$ cat config.mk
export PLATFORM = sky130hd
export DESIGN_NAME = stable_sorted_priority_queue_flat
export DESIGN_NICKNAME = d
export VERILOG_FILES = /design/src/design/sspq_pkg.sv /design/src/design/sspq_if.sv /design/src/design/stable_sorted_priority_queue.sv /design/src/design/sspq_cell.sv /design/src/flat_wrapper.sv
export SDC_FILE = /design/constraint.sdc
export NUM_CORES = 2
export LEC_CHECK = 0
export BUFFER_PORTS_ARGS = -buffer_cell sky130_fd_sc_hd__buf_4
export CORE_MARGIN = 2
export CORE_UTILIZATION = 45
export DETAILED_ROUTE_END_ITERATION = 10
export GPL_TIMING_DRIVEN = 0
export PLACE_DENSITY = 0.64
export SLEW_MARGIN = 30
export SYNTH_ARGS = -nofsm -noshare
export SYNTH_HDL_FRONTEND = slang
export SYNTH_HIERARCHICAL = 1
export SYNTH_SLANG_ARGS = --single-unit
$ cat constraint.sdc
create_clock -name clk_i -period 4.85 [get_ports clk_i]
set_input_delay 0 -clock clk_i [delete_from_list [all_inputs] [get_ports clk_i]]
set_output_delay 0 -clock clk_i [all_outputs]
set_load 0.005 [all_outputs]
$ cat src/design/sspq_pkg.sv
// shared types and constants for the stable sorted priority queue
package sspq_pkg;

  // queue geometry
  localparam int DEPTH        = 16;
  localparam int PAYLOAD_BITS = 32;
  localparam int CNT_W        = $clog2(DEPTH + 1);

  // port field widths
  localparam int OP_W   = 1;
  localparam int PRIO_W = 8;
  localparam int TAG_W  = 32;
  localparam int STAT_W = 2;
  localparam int OCC_W  = 5;

  typedef enum logic [OP_W-1:0] {
    OP_INSERT = 1'b0,
    OP_REMOVE = 1'b1
  } sspq_op_e;

  typedef enum logic [STAT_W-1:0] {
    ST_INSERTED = 2'd0,
    ST_REMOVED  = 2'd1,
    ST_EMPTY    = 2'd2,
    ST_FULL     = 2'd3
  } sspq_status_e;

  // one stored entry
  typedef struct packed {
    logic [PRIO_W-1:0]       key;
    logic [PAYLOAD_BITS-1:0] tag;
  } sspq_entry_t;

  // command broadcast to every cell
  typedef struct packed {
    logic ins;
    logic rem;
  } sspq_ctrl_t;

endpackage

$ cat src/design/sspq_if.sv
// request and response channel interfaces
interface sspq_req_if;
  import sspq_pkg::*;
  logic              valid;
  logic              ready;
  logic [OP_W-1:0]   op;
  logic [PRIO_W-1:0] priority_req;
  logic [TAG_W-1:0]  payload;

  modport source (output valid, op, priority_req, payload, input ready);
  modport sink   (input valid, op, priority_req, payload, output ready);
endinterface

interface sspq_rsp_if;
  import sspq_pkg::*;
  logic              valid;
  logic              ready;
  logic [STAT_W-1:0] status;
  logic [PRIO_W-1:0] out_priority;
  logic [TAG_W-1:0]  out_payload;
  logic [OCC_W-1:0]  occupancy;

  modport source (output valid, status, out_priority, out_payload, occupancy, input ready);
  modport sink   (input valid, status, out_priority, out_payload, occupancy, output ready);
endinterface

$ cat src/design/stable_sorted_priority_queue.sv
// top level: sorted row of cells with count and response register
//
// Bounded priority queue of DEPTH entries, kept sorted by key in a row of
// cells. Lower keys leave first, equal keys leave in arrival order.
// Request channel req_i: op (insert or remove), priority_req, payload.
// Response channel rsp_o: status, out_priority, out_payload, occupancy.
// Every request transfer gives exactly one response transfer.
// The response is registered and valid in the cycle after the transfer.
// Throughput: one request per cycle unless the response stalls; insert
// shifts cells keyed above the broadcast key by one place, remove all.
// Insert on a full queue drops the item with status full; remove on an
// empty queue returns status empty; both leave the queue unchanged.
// A stalled response holds in the output register; a new request is taken
// in the same cycle that the held response is taken.
// Reset empties the queue and clears the response valid; no clearing pass.
module stable_sorted_priority_queue
  import sspq_pkg::*;
(
  input  logic      clk_i,
  input  logic      rst_ni,
  sspq_req_if.sink   req_i,
  sspq_rsp_if.source rsp_o
);

  logic [CNT_W-1:0]  count_q, count_d;
  logic              rsp_valid_q;
  sspq_status_e      status_q, status_d;
  logic [PRIO_W-1:0] prio_q, prio_d;
  logic [TAG_W-1:0]  tag_q, tag_d;

  logic        xfer, full, empty, is_rem;
  sspq_ctrl_t  ctrl;
  sspq_entry_t new_entry;
  sspq_entry_t cell_entry [DEPTH];
  logic        cell_stay  [DEPTH];
  logic        cell_occ   [DEPTH];

  // request handshake
  assign req_i.ready = !rsp_valid_q || rsp_o.ready;
  assign xfer        = req_i.valid && req_i.ready;
  assign full        = (count_q == CNT_W'(DEPTH));
  assign empty       = (count_q == '0);
  assign is_rem      = (req_i.op == OP_REMOVE);

  assign new_entry.key = req_i.priority_req;
  assign new_entry.tag = PAYLOAD_BITS'(req_i.payload);

  assign ctrl.ins = xfer && !is_rem && !full;
  assign ctrl.rem = xfer && is_rem && !empty;

  // row of cells
  for (genvar i = 0; i < DEPTH; i++) begin : g_cell
    sspq_entry_t left_e, right_e;
    logic        left_s;

    assign cell_occ[i] = (CNT_W'(i) < count_q);

    if (i == 0) begin : g_first
      assign left_e = new_entry;
      assign left_s = 1'b1;
    end else begin : g_mid
      assign left_e = cell_entry[i-1];
      assign left_s = cell_stay[i-1];
    end

    if (i == DEPTH - 1) begin : g_last
      assign right_e = new_entry;
    end else begin : g_inner
      assign right_e = cell_entry[i+1];
    end

    sspq_cell u_cell (
      .clk_i       (clk_i),
      .ctrl_i      (ctrl),
      .new_i       (new_entry),
      .left_i      (left_e),
      .left_stay_i (left_s),
      .right_i     (right_e),
      .occ_i       (cell_occ[i]),
      .stay_o      (cell_stay[i]),
      .entry_o     (cell_entry[i])
    );
  end

  // count update and response contents
  always_comb begin
    count_d  = count_q;
    status_d = status_q;
    prio_d   = prio_q;
    tag_d    = tag_q;
    if (xfer) begin
      prio_d = '0;
      tag_d  = '0;
      if (is_rem) begin
        if (empty) begin
          status_d = ST_EMPTY;
        end else begin
          status_d = ST_REMOVED;
          prio_d   = cell_entry[0].key;
          tag_d    = TAG_W'(cell_entry[0].tag);
          count_d  = count_q - CNT_W'(1);
        end
      end else begin
        if (full) begin
          status_d = ST_FULL;
        end else begin
          status_d = ST_INSERTED;
          count_d  = count_q + CNT_W'(1);
        end
      end
    end
  end

  // control state
  always_ff @(posedge clk_i or negedge rst_ni) begin
    if (!rst_ni) begin
      count_q     <= '0;
      rsp_valid_q <= 1'b0;
    end else begin
      count_q <= count_d;
      if (xfer) begin
        rsp_valid_q <= 1'b1;
      end else if (rsp_o.ready) begin
        rsp_valid_q <= 1'b0;
      end
    end
  end

  // response payload register
  always_ff @(posedge clk_i) begin
    status_q <= status_d;
    prio_q   <= prio_d;
    tag_q    <= tag_d;
  end

  logic [OCC_W-1:0] occ_q;
  always_ff @(posedge clk_i) begin
    if (xfer) begin
      occ_q <= OCC_W'(count_d);
    end
  end

  assign rsp_o.valid        = rsp_valid_q;
  assign rsp_o.status       = status_q;
  assign rsp_o.out_priority = prio_q;
  assign rsp_o.out_payload  = tag_q;
  assign rsp_o.occupancy    = occ_q;

endmodule

$ cat src/design/sspq_cell.sv
// one slot of the sorted row: holds an entry and shifts left or right
module sspq_cell
  import sspq_pkg::*;
(
  input  logic        clk_i,
  input  sspq_ctrl_t  ctrl_i,
  input  sspq_entry_t new_i,
  input  sspq_entry_t left_i,
  input  logic        left_stay_i,
  input  sspq_entry_t right_i,
  input  logic        occ_i,
  output logic        stay_o,
  output sspq_entry_t entry_o
);

  sspq_entry_t entry_q, entry_d;

  // entry keeps its place on insert when its key is lower or equal
  assign stay_o = occ_i && (entry_q.key <= new_i.key);

  // select from self, new entry or a neighbor
  always_comb begin
    entry_d = entry_q;
    if (ctrl_i.ins) begin
      if (stay_o) begin
        entry_d = entry_q;
      end else if (left_stay_i) begin
        entry_d = new_i;
      end else begin
        entry_d = left_i;
      end
    end else if (ctrl_i.rem) begin
      entry_d = right_i;
    end
  end

  always_ff @(posedge clk_i) begin
    entry_q <= entry_d;
  end

  assign entry_o = entry_q;

endmodule

$ cat src/flat_wrapper.sv
// flat-port wrapper written by rule: the top's interface ports become plain ports
module stable_sorted_priority_queue_flat import sspq_pkg::*;
  (clk_i, rst_ni, req_i_valid, req_i_op, req_i_priority_req, req_i_payload, req_i_ready, rsp_o_valid, rsp_o_status, rsp_o_out_priority, rsp_o_out_payload, rsp_o_occupancy, rsp_o_ready);
  sspq_req_if req_i_i ();
  sspq_rsp_if rsp_o_i ();
  input  logic clk_i;
  input  logic rst_ni;
  input wire logic [$bits(req_i_i.valid)-1:0] req_i_valid;
  input wire logic [$bits(req_i_i.op)-1:0] req_i_op;
  input wire logic [$bits(req_i_i.priority_req)-1:0] req_i_priority_req;
  input wire logic [$bits(req_i_i.payload)-1:0] req_i_payload;
  output wire logic [$bits(req_i_i.ready)-1:0] req_i_ready;
  output wire logic [$bits(rsp_o_i.valid)-1:0] rsp_o_valid;
  output wire logic [$bits(rsp_o_i.status)-1:0] rsp_o_status;
  output wire logic [$bits(rsp_o_i.out_priority)-1:0] rsp_o_out_priority;
  output wire logic [$bits(rsp_o_i.out_payload)-1:0] rsp_o_out_payload;
  output wire logic [$bits(rsp_o_i.occupancy)-1:0] rsp_o_occupancy;
  input wire logic [$bits(rsp_o_i.ready)-1:0] rsp_o_ready;
  assign req_i_i.valid = req_i_valid;
  assign req_i_i.op = req_i_op;
  assign req_i_i.priority_req = req_i_priority_req;
  assign req_i_i.payload = req_i_payload;
  assign req_i_ready = req_i_i.ready;
  assign rsp_o_valid = rsp_o_i.valid;
  assign rsp_o_status = rsp_o_i.status;
  assign rsp_o_out_priority = rsp_o_i.out_priority;
  assign rsp_o_out_payload = rsp_o_i.out_payload;
  assign rsp_o_occupancy = rsp_o_i.occupancy;
  assign rsp_o_i.ready = rsp_o_ready;
  stable_sorted_priority_queue u_core (.clk_i(clk_i), .rst_ni(rst_ni), .req_i(req_i_i), .rsp_o(rsp_o_i));
endmodule
==> flow_summary.yaml <==
outcome:
  status: "finished clean"
pwr:
  p_comb_share_pct: 32.5
  p_leak_uw: 0.0170
  switching_share_pct: 30.5
  p_int_uw: 14400
  cellPowerDensity_nw_per_um2: 462
  clockPowerShare_pct: 27.4
  switchingPower_uw: 6290
  seqPwrFrac_pct: 40.1
  ir_drop_uv: 287
  power_uw: 20700
clock_tree:
  cts-root-buf: "clkbuf_16"
  clock_path_buffers: 3
  clkSinkCount: 693
  htree_levels: 3
  clock_latency_ns: 0.63
  cts_resized: 0
  clkSlewWorstSetupHoldPaths_ns: 0.06
  cts_tree: "yes"
  cts_made_buffers: 74
worst_setup_path:
  worst-setup-path-type: "reg2reg"
  end_kind: "flop"
  crit_arrival_ns: 3.92
  path_max_fanout: 29
  required_ns: 5.17
  critPathLaunchType: "flop"
route:
  route.detailed.drc: 0
  drtIter0Drc: 1385
  vias: 24900
  dr.pass1.iters: 6
  antenna_left: 0
  wl_microns: 84800
  wl_per_cell_microns: 17.2
  via_per_inst: 5.05
timing:
  setup_viol: 0
  fin_crit_ns: 3.60
  fmax_ghz: 0.278
  skew_ns: 0.0218
  tightest_slew_ns: 0.902
  hold_slack_ns: 0.248
  drv_slew: 0
  hold_viol_final: 0
  finalCritPeriodShare_pct: 74.2
  slew_headroom_pct: 39.8
  rsz0062_at_grt: "false"
place:
  port_buffers: 93
  dpl-instance-area_sq_um: 41900
  hpwl_microns: 67500
  gp_congestion: 0.848
cells_and_area:
  fin_nets: 3893
  design_area_sq_um: 44700
  drive_gt1_share_pct: 12.2
  fin_util_pct: 51.6
  syn_to_final_growth_pct: 13.8
floorplanning:
  rows: 108
  start_util_pct: 45.4
  fp.dieH_microns: 300
  core_area_sq_um: 86600
  io_pins: 94
  die_area_sq_um: 89800
  die_w_microns: 300
logic_synthesis:
  synth_nets: 3661
  yosysWarnings: 6
  synth_area_sq_um: 39300
  synth_cells: 3484
  synth_area_per_cell_sq_um: 11.3
global_routing:
  grt_pass1_vias: 25100
  grt_first_pass_wirelength_microns: 135000
  grt_antenna_before_repair: 2
  grt-ovfl-total: 0
  grt_usage_pct: 18.7
  grt_max_degree: 46
run:
  max_cap_viol_count: 0
min_path:
  min_path_type: "in2reg"
## layout make-up
class	instances	area, sq um
inverters	135	509
repair buffers	156	1510
plain buffers	233	2210
well taps	1155	1450
multi-input cells	2423	15900
diodes	1	2.50
flip-flops and latches	693	20800
clock buffers	93	2020
clock inverters	37	405
fillers	7925	41900
## power groups by stage
stage | registers (uW) | logic [uW] | clock network [uW]
floorplan | 8200 | 5400 | 0
global placement | 8410 | 6500 | 0
detailed placement | 8390 | 6720 | 0
CTS | 8280 | 6760 | 5810
global route | 8380 | 7350 | 6020
finish | 8280 | 6710 | 5670
## stage by stage
step / setup WS (ns) / std cells / TNS (ns)
global placement: -0.845 / 4732 / -479.19
detailed placement: 1.27 / 4750 / 0
floorplan: 0.800 / 3484 / 0
finish: 1.25 / 4926 / 0
CTS: 1.26 / 4925 / 0
global route: 1.05 / 4926 / 0
## flip-flops by register name, summed over array words and instances (netlist names)
name,flops
u_core/rsp_o.valid,1
u_core/rsp_o.out_payload,32
u_core/rsp_o.out_priority,8
u_core/rsp_o.occupancy,5
u_core/count_q,5
u_core/g_cell.u_cell/entry_o,640
u_core/rsp_o.status,2
## critical path: stages, from the launching register on
cell	delay (ns)
dfrtp_1	0.37
clkbuf_1	0.31
inv_1	0.11
ha_1	0.24
and4bb_4	0.23
or2_0	0.27
nor2_4	0.37
buf_8	0.22
buf_2	0.26
nor2_1	0.08
a31oi_1	0.20
o21a_2	0.37
buf_12	0.23
## per-layer routing
layer	track usage (%)	part of all wire, %	vias to the layer above
met5	0	0	-
met4	4.17	1.6	0
met3	2.54	3.9	93
met2	32.4	48	423
met1	25.0	47	11200
li1	-	-	13100
## placed cells by master, fill, tap and decap left out, types with 6 or more instances in the layout
cell / instances
and2_1: 40
dlygate4sd3_1: 45
dfrtp_1: 6
ha_1: 132
clkinv_2: 11
inv_1: 134
edfxtp_1: 687
o21a_2: 16
clkbuf_1: 30
a31oi_1: 18
bufinv_16: 7
buf_6: 17
buf_4: 93
o2111ai_1: 16
nand4_1: 32
clkbuf_16: 77
buf_2: 135
a21oi_1: 708
o211ai_1: 32
mux2i_1: 641
buf_12: 80
nand2_1: 47
nor2b_1: 17
nor2_1: 676
o21ai_0: 21
clkinv_1: 9
## worst paths after layout
kind / startpoint / endpoint / slack (ns) / depth (start not counted)
setup / recovery: u_core/count_q[0] / u_core/g_cell[4].u_cell/entry_o[10] / 1.25 / 12
hold / removal: rsp_o_ready / u_core/rsp_o.valid / 0.25 / 4
setup reg to reg: u_core/count_q[0] / u_core/g_cell[4].u_cell/entry_o[10] / 1.25 / 12
hold reg to reg: u_core/g_cell[0].u_cell/entry_o[7] / u_core/rsp_o.out_payload[7] / 0.55 / 1
max in group asynchronous: rst_ni / u_core/count_q[2] / 4.16 / 3
min in group asynchronous: rst_ni / u_core/count_q[1] / 0.39 / 3
## what timing repair did
action / 4_1_cts / 5_1_grt
endpoints found under the hold margin: 527 / 0
hold buffers: 45 / 0
buffers inserted: 0 / 0
Power figures use the tool's default switching activity.
